## src/sv/speck_block_cipher_assert.svh

```systemverilog
// Assertion macros for the cipher block.
`ifndef SPECK_BLOCK_CIPHER_ASSERT_SVH
`define SPECK_BLOCK_CIPHER_ASSERT_SVH

`ifndef SYNTH
// Check a condition at every rising clock edge outside reset.
`define SPK_ASSERT_HOLD(label, clk, rst, expr, msg) \
  label: assert property (@(posedge clk) disable iff (rst) (expr)) else $error(msg);
// Check a consequence in the same cycle.
`define SPK_ASSERT_IMPLY(label, clk, rst, ante, cons, msg) \
  label: assert property (@(posedge clk) disable iff (rst) (ante) |-> (cons)) else $error(msg);
// Check a consequence in the following cycle.
`define SPK_ASSERT_NEXT(label, clk, rst, ante, cons, msg) \
  label: assert property (@(posedge clk) disable iff (rst) (ante) |=> (cons)) else $error(msg);
`else
`define SPK_ASSERT_HOLD(label, clk, rst, expr, msg)
`define SPK_ASSERT_IMPLY(label, clk, rst, ante, cons, msg)
`define SPK_ASSERT_NEXT(label, clk, rst, ante, cons, msg)
`endif

`endif

```

## src/sv/spk_pkg.sv

```systemverilog
`timescale 1ns / 1ps
package spk_pkg;

  // Port width of every key, block and result word.
  localparam int FIELD_BITS = 64;

  // Cipher geometry.
  localparam int WORD_BITS   = 64;
  localparam int ROUND_COUNT = 32;
  localparam int ROT_A       = 8;
  localparam int ROT_B       = 3;

  // Round-key store addressing.
  localparam int RK_ADDR_BITS = $clog2(ROUND_COUNT);

  // Configuration register indexes.
  localparam int CFG_INDEX_BITS = 2;
  localparam logic [CFG_INDEX_BITS-1:0] REG_KEY_HIGH = CFG_INDEX_BITS'(0);
  localparam logic [CFG_INDEX_BITS-1:0] REG_KEY_LOW  = CFG_INDEX_BITS'(1);

  typedef logic [WORD_BITS-1:0]    word_t;
  typedef logic [RK_ADDR_BITS-1:0] rk_addr_t;

endpackage

```

## src/sv/speck_block_cipher.sv

```systemverilog
`timescale 1ns / 1ps
// Speck128/128 block cipher engine. Write the two key words through the write port
// (index 0 key_high, index 1 key_low) while the engine is idle; any key write marks the
// round keys stale. Pulse start while busy is low to issue a transaction: mode 0
// encrypts, mode 1 decrypts the block {block_high, block_low}. The result appears on
// result_high/result_low for exactly one cycle with done high; the receiver cannot stall
// it, so capture it in that cycle. One shared round unit does one round per cycle and
// the round keys live in a 32-entry synchronous RAM, so a transaction first fetches
// the first round key (ST_PREP) and then runs the rounds (ST_RUN). The first
// transaction after reset or after a key write first runs the key schedule through
// the same round unit, writing one round key per cycle. A new transaction may be
// issued in the cycle done is high.
module speck_block_cipher (
  input  logic                                   clk,
  input  logic                                   rst,
  // command channel
  input  logic                                   start,
  output logic                                   busy,
  input  logic                                   mode,
  input  logic [spk_pkg::FIELD_BITS-1:0]         block_high,
  input  logic [spk_pkg::FIELD_BITS-1:0]         block_low,
  // result channel
  output logic                                   done,
  output logic [spk_pkg::FIELD_BITS-1:0]         result_high,
  output logic [spk_pkg::FIELD_BITS-1:0]         result_low,
  // key write port
  input  logic                                   wr_en,
  input  logic [spk_pkg::CFG_INDEX_BITS-1:0]     wr_index,
  input  logic [spk_pkg::FIELD_BITS-1:0]         wr_data
);

  `include "speck_block_cipher_assert.svh"

  localparam logic [1:0] ST_IDLE   = 2'd0;
  localparam logic [1:0] ST_EXPAND = 2'd1;
  localparam logic [1:0] ST_PREP   = 2'd2;
  localparam logic [1:0] ST_RUN    = 2'd3;

  logic [1:0]        state;
  logic              keys_current;
  spk_pkg::word_t    key_left;
  spk_pkg::word_t    key_right;
  spk_pkg::rk_addr_t cnt;

  // Payload of the transaction in flight and the key schedule words.
  logic              dec;
  spk_pkg::word_t    x;
  spk_pkg::word_t    y;
  spk_pkg::word_t    kl;
  spk_pkg::word_t    kr;

  // Shared round unit.
  spk_pkg::word_t    rnd_x;
  spk_pkg::word_t    rnd_y;
  spk_pkg::word_t    rnd_k;
  logic              rnd_dec;
  spk_pkg::word_t    rnd_x_next;
  spk_pkg::word_t    rnd_y_next;

  // Round-key RAM.
  logic              rk_we;
  spk_pkg::rk_addr_t rk_raddr;
  spk_pkg::word_t    rk_rdata;

  logic              last;
  logic              accept;

  assign busy   = (state != ST_IDLE);
  assign accept = start && !busy;
  assign last   = (cnt == spk_pkg::RK_ADDR_BITS'(spk_pkg::ROUND_COUNT - 1));

  always_comb begin
    // Expansion runs forward rounds on the key words with the round index as key.
    if (state == ST_EXPAND) begin
      rnd_x   = kl;
      rnd_y   = kr;
      rnd_k   = spk_pkg::WORD_BITS'(cnt);
      rnd_dec = 1'b0;
    end else begin
      rnd_x   = x;
      rnd_y   = y;
      rnd_k   = rk_rdata;
      rnd_dec = dec;
    end

    rk_we = (state == ST_EXPAND);

    // Fetch the round key in the cycle before the round that uses it.
    case (state)
      ST_PREP: begin
        rk_raddr = dec ? spk_pkg::RK_ADDR_BITS'(spk_pkg::ROUND_COUNT - 1) : '0;
      end
      ST_RUN: begin
        if (last) begin
          rk_raddr = '0;
        end else if (dec) begin
          rk_raddr = spk_pkg::RK_ADDR_BITS'(spk_pkg::ROUND_COUNT - 2) - cnt;
        end else begin
          rk_raddr = cnt + spk_pkg::RK_ADDR_BITS'(1);
        end
      end
      default: begin
        rk_raddr = '0;
      end
    endcase
  end

  spk_round u_round (
    .x      (rnd_x),
    .y      (rnd_y),
    .k      (rnd_k),
    .dec    (rnd_dec),
    .x_next (rnd_x_next),
    .y_next (rnd_y_next)
  );

  spk_ram #(
    .WIDTH (spk_pkg::WORD_BITS),
    .DEPTH (spk_pkg::ROUND_COUNT)
  ) u_rk_ram (
    .clk   (clk),
    .we    (rk_we),
    .waddr (cnt),
    .wdata (kr),
    .raddr (rk_raddr),
    .rdata (rk_rdata)
  );

  // Control, key registers and the result strobe.
  always_ff @(posedge clk) begin
    if (rst) begin
      state        <= ST_IDLE;
      keys_current <= 1'b0;
      key_left     <= '0;
      key_right    <= '0;
      cnt          <= '0;
      done         <= 1'b0;
    end else begin
      done <= 1'b0;
      case (state)
        ST_IDLE: begin
          if (accept) begin
            cnt   <= '0;
            state <= keys_current ? ST_PREP : ST_EXPAND;
          end
        end
        ST_EXPAND: begin
          if (last) begin
            cnt          <= '0;
            keys_current <= 1'b1;
            state        <= ST_PREP;
          end else begin
            cnt <= cnt + spk_pkg::RK_ADDR_BITS'(1);
          end
        end
        ST_PREP: begin
          state <= ST_RUN;
        end
        ST_RUN: begin
          if (last) begin
            cnt   <= '0;
            done  <= 1'b1;
            state <= ST_IDLE;
          end else begin
            cnt <= cnt + spk_pkg::RK_ADDR_BITS'(1);
          end
        end
        default: begin
          state <= ST_IDLE;
        end
      endcase

      // Any key write drops the expanded round keys.
      if (wr_en) begin
        case (wr_index)
          spk_pkg::REG_KEY_HIGH: begin
            key_left     <= wr_data[spk_pkg::WORD_BITS-1:0];
            keys_current <= 1'b0;
          end
          spk_pkg::REG_KEY_LOW: begin
            key_right    <= wr_data[spk_pkg::WORD_BITS-1:0];
            keys_current <= 1'b0;
          end
          default: begin
          end
        endcase
      end
    end
  end

  // Datapath registers; no reset needed.
  always_ff @(posedge clk) begin
    case (state)
      ST_IDLE: begin
        if (accept) begin
          dec <= mode;
          x   <= block_high[spk_pkg::WORD_BITS-1:0];
          y   <= block_low[spk_pkg::WORD_BITS-1:0];
          kl  <= key_left;
          kr  <= key_right;
        end
      end
      ST_EXPAND: begin
        kl <= rnd_x_next;
        kr <= rnd_y_next;
      end
      ST_RUN: begin
        x <= rnd_x_next;
        y <= rnd_y_next;
        if (last) begin
          result_high <= spk_pkg::FIELD_BITS'(rnd_x_next);
          result_low  <= spk_pkg::FIELD_BITS'(rnd_y_next);
        end
      end
      default: begin
      end
    endcase
  end

  // The last round always produces exactly one strobe, in the idle cycle that follows.
  `SPK_ASSERT_NEXT(a_last_done, clk, rst, (state == ST_RUN) && last, done && !busy, "last round did not raise done")
  `SPK_ASSERT_IMPLY(a_done_src, clk, rst, done, $past(state) == ST_RUN, "done without a finished round sequence")
  // Stale keys can only come from a key write.
  `SPK_ASSERT_IMPLY(a_keys_drop, clk, rst, $fell(keys_current), $past(wr_en), "round keys dropped without a key write")
  // An accepted transaction always leaves idle.
  `SPK_ASSERT_NEXT(a_accept_busy, clk, rst, accept, busy, "accepted transaction did not start")

endmodule

```

## src/sv/spk_ram.sv

```systemverilog
`timescale 1ns / 1ps
module spk_ram #(
  parameter int WIDTH = 64,
  parameter int DEPTH = 32
) (
  input  logic                     clk,
  input  logic                     we,
  input  logic [$clog2(DEPTH)-1:0] waddr,
  input  logic [WIDTH-1:0]         wdata,
  input  logic [$clog2(DEPTH)-1:0] raddr,
  output logic [WIDTH-1:0]         rdata
);

  logic [WIDTH-1:0] mem [DEPTH];

  always_ff @(posedge clk) begin
    if (we) begin
      mem[waddr] <= wdata;
    end
    rdata <= mem[raddr];
  end

endmodule

```

## src/sv/spk_round.sv

```systemverilog
`timescale 1ns / 1ps
module spk_round (
  input  spk_pkg::word_t x,
  input  spk_pkg::word_t y,
  input  spk_pkg::word_t k,
  input  logic           dec,
  output spk_pkg::word_t x_next,
  output spk_pkg::word_t y_next
);

  spk_pkg::word_t fx;
  spk_pkg::word_t fy;
  spk_pkg::word_t iy;
  spk_pkg::word_t ix;
  spk_pkg::word_t x_ror;
  spk_pkg::word_t y_rol;
  spk_pkg::word_t xy;
  spk_pkg::word_t diff;

  always_comb begin
    // Forward: x = (x ror A) + y ^ k, y = (y rol B) ^ x.
    x_ror = (x >> spk_pkg::ROT_A) | (x << (spk_pkg::WORD_BITS - spk_pkg::ROT_A));
    fx    = (x_ror + y) ^ k;
    y_rol = (y << spk_pkg::ROT_B) | (y >> (spk_pkg::WORD_BITS - spk_pkg::ROT_B));
    fy    = y_rol ^ fx;
    // Inverse: undo the y step first, then the x step.
    xy    = y ^ x;
    iy    = (xy >> spk_pkg::ROT_B) | (xy << (spk_pkg::WORD_BITS - spk_pkg::ROT_B));
    diff  = (x ^ k) - iy;
    ix    = (diff << spk_pkg::ROT_A) | (diff >> (spk_pkg::WORD_BITS - spk_pkg::ROT_A));
    x_next = dec ? ix : fx;
    y_next = dec ? iy : fy;
  end

endmodule

```

## config.mk

```make
export PLATFORM = sky130hd
export DESIGN_NAME = speck_block_cipher
export DESIGN_NICKNAME = d
export VERILOG_FILES = /design/src/sv/spk_pkg.sv /design/src/sv/speck_block_cipher.sv /design/src/sv/spk_ram.sv /design/src/sv/spk_round.sv
export VERILOG_INCLUDE_DIRS = /design/src /design/src/sv
export SDC_FILE = /design/constraint.sdc
export NUM_CORES = 2
export LEC_CHECK = 0
export BUFFER_PORTS_ARGS = -buffer_cell sky130_fd_sc_hd__clkbuf_2
export CORE_MARGIN = 1.5
export CORE_UTILIZATION = 34
export DETAILED_ROUTE_END_ITERATION = 7
export PLACE_DENSITY = 0.49
export SLEW_MARGIN = 20
export SYNTH_ARGS = -nofsm -noshare
export SYNTH_HDL_FRONTEND = slang
export SYNTH_HIERARCHICAL = 1
export SYNTH_SLANG_ARGS = --single-unit
```

## constraint.sdc

```tcl
create_clock -name clk -period 10.8 [get_ports clk]
set_clock_uncertainty 0.05 [all_clocks]
set_input_delay 1.08 -clock clk [delete_from_list [all_inputs] [get_ports clk]]
set_output_delay 1.08 -clock clk [all_outputs]
set_load 0.02 [all_outputs]
```

==> metrics.cfg <==
[status]
outcome=completed

[cts]
cts_buffer_depth=4
cts_max_level=5
clkLatencyLatePin_ps=910
cts.sinks=2634
ctsRootBufferMaster=clkbuf_16
path_clk_slew_ps=60
hold_buffers=0
cts-resized-gates=0
cts_setup_buffers=0
cts_buffers=293
cts_tree=yes

[setup_path]
worst_setup_path_end_kind=flip-flop
critPathLaunchType=flip-flop
cp_data_required_time_ps=11390
cp.arrival_ps=7550
path_class=flip-flop to flip-flop
cp_max_fo=143

[sta]
setup_tns_ps=0
grt_setup_unrepaired=false
setup_viol=0
relSlewSlack_pct=18.53
fin_crit_ps=6960
hold_viol_final=0
maxSlewViolCount=0
fmax_ghz=0.1437
fin_crit_sh_pct=64.45
worstMarginPinSlew_ps=1209

[run]
maxCapViolCount=0

[floorplan]
initial_core_util_pct=34.17
die_height_um=576.6
die_x_um=576.6
pin_count=329
rows=210
die_area_um2=332500
coreArea_um2=327400

[global_route]
grt_pass1_wl_um=513100
gr-total-overflow=0
grt_max_degree=144
antenna_found_initial=47
grt_pass1_vias=63350
gr-usage-all-layers_pct=22.02

[drt]
dr.pass1.iters=5
drc_errors=0
avgRoutedWirePerCell_um=32.91
drt_iter0_markers=6889
drt_wl_total_um=372800
num_vias=62810
ant_nets=0
via_per_inst=5.545

[layout]
drive_gt1_share_pct=29.70
fin_nets=7054
area_growth_pct=15.31
fin_area_um2=129000
largest_register_ffs=2048
top_register=u_rk_ram/mem
final_common_cell=edfxtp_1
final_cell_mix=2433 x edfxtp_1, 602 x mux4_2, 467 x mux2_2, 396 x nand2_1, 367 x a21oi_1
nFillCells=29960

[synth]
synth-seq-cells=2634
avgSynthCellArea_um2=17.90
synth_nets=6583
synth_area_leaders=edfxtp_1 65%, mux4_2 12%, mux2_2 4.7%
seq_area_frac_synth_pct=68.91
synthesis.area_um2=111900
async_flop_share_pct=0
synth_top_area_cell=edfxtp_1
synth_flop_cell=edfxtp_1
yosys_warnings=6
synth_top_area_share_pct=65.31
netlist_instances=6250
netlist-cell-type-count=97
synth_edf_count=2433

[min_path]
hold_path.class=input port to flip-flop

[place]
place.gp.congestion=0.9462
dp_hpwl_um=233300
placed_cell_area_um2=119100
io_buffers=328

==> critical path, stage by stage (launching register included) <==
cell and delay, ps:
dfxtp_1 470, ha_4 520, buf_12 510, mux2_2 470, xnor2_1 400, ha_1 290, nand2_1 130, nor4_1 520
o31ai_1 320, a31oi_1 580, a21oi_1 270, o31a_1 480, o41ai_2 590, nor2_1 150, xor2_1 180, o21ai_1 130
mux2_2 310
==> per-stage QoR <==
step	worst slack, ps	util [%]	hold WS, ps	instances
after floorplan	5817	-	383.8	6250
after detailed placement	4001	36.38	396.9	10750
final	3840	39.40	323.7	11330
after global routing	3598	39.38	292.0	11310
after global placement	4054	36.37	389.0	10750
after CTS	3981	39.27	261.5	11280
==> area by class of cell <==
| class | instances | area (µm²) | share of cell area [%] |
|---|---|---|---|
| flip-flops and latches | 2634 | 77080 | 59.76 |
| multi-input cells | 3238 | 33320 | 25.83 |
| clock buffers | 382 | 8040 | 6.233 |
| well taps | 4346 | 5438 | 4.216 |
| repair buffers | 504 | 3431 | 2.660 |
| clock inverters | 148 | 1424 | 1.104 |
| inverters | 50 | 188.9 | 0.1465 |
| diodes | 26 | 65.06 | 0.05044 |
==> synthesized netlist by cell type, types with 4 or more instances <==
master	number
edfxtp_1	2433
mux4_2	602
mux2_2	467
nand2_1	396
a21oi_1	367
xnor2_1	237
dfxtp_1	201
nor2_1	199
xor2_1	137
buf_2	132
ha_1	132
clkbuf_1	127
o21ai_0	104
a21o_1	78
nor2b_1	78
mux2i_1	58
inv_1	49
nand4_1	46
o21bai_1	37
nand3_1	28
buf_1	27
buf_4	23
buf_6	19
o21a_1	18
nor3_1	17
o211ai_1	15
o22ai_1	15
a211oi_1	14
a221oi_1	14
o21ai_1	14
a31oi_1	11
nand2b_1	9
o221ai_1	9
and2_1	8
nand3b_1	8
or3_1	7
and3_1	6
o31a_1	6
nor3b_1	5
o2111ai_1	5
a211o_1	4
o31ai_1	4
==> path summary, 6_finish.rpt <==
check	from	slack [ps]	cells past startpoint	end
min	mode	320	1	dec
max reg2reg	state[0]	3840	16	x[63]
min reg2reg	key_right[24]	400	2	key_right[24]
max	state[0]	3840	16	x[63]
==> layer usage <==
| metal | part of all wire (%) | global-route usage, % | wire length [µm] |
|---|---|---|---|
| met4 | 2.1 | 4.780 | 7782 |
| met3 | 5.8 | 2.715 | 21630 |
| met2 | 47 | 35.62 | 175300 |
| met5 | 0.024 | 0 | 91 |
| met1 | 45 | 31.81 | 168000 |
==> cells by family (layout without fill, tap and decap cells) <==
family,Yosys count,count (layout),synth area share (%)
AND/OR/NAND/NOR,831,831,3.325
adder cells (fa/ha/maj),134,134,1.512
buffers and inverters,378,1084,1.621
other,0,26,0
multiplexers,1127,1127,17.34
XOR/XNOR,379,379,3.031
flip-flops,2634,2634,68.91
AO/OA/AOI/OAI,767,767,4.264
Power is left out: the tool's default activity adds up to more than one toggle a clock period on the data nets, which glitch-free logic cannot reach.
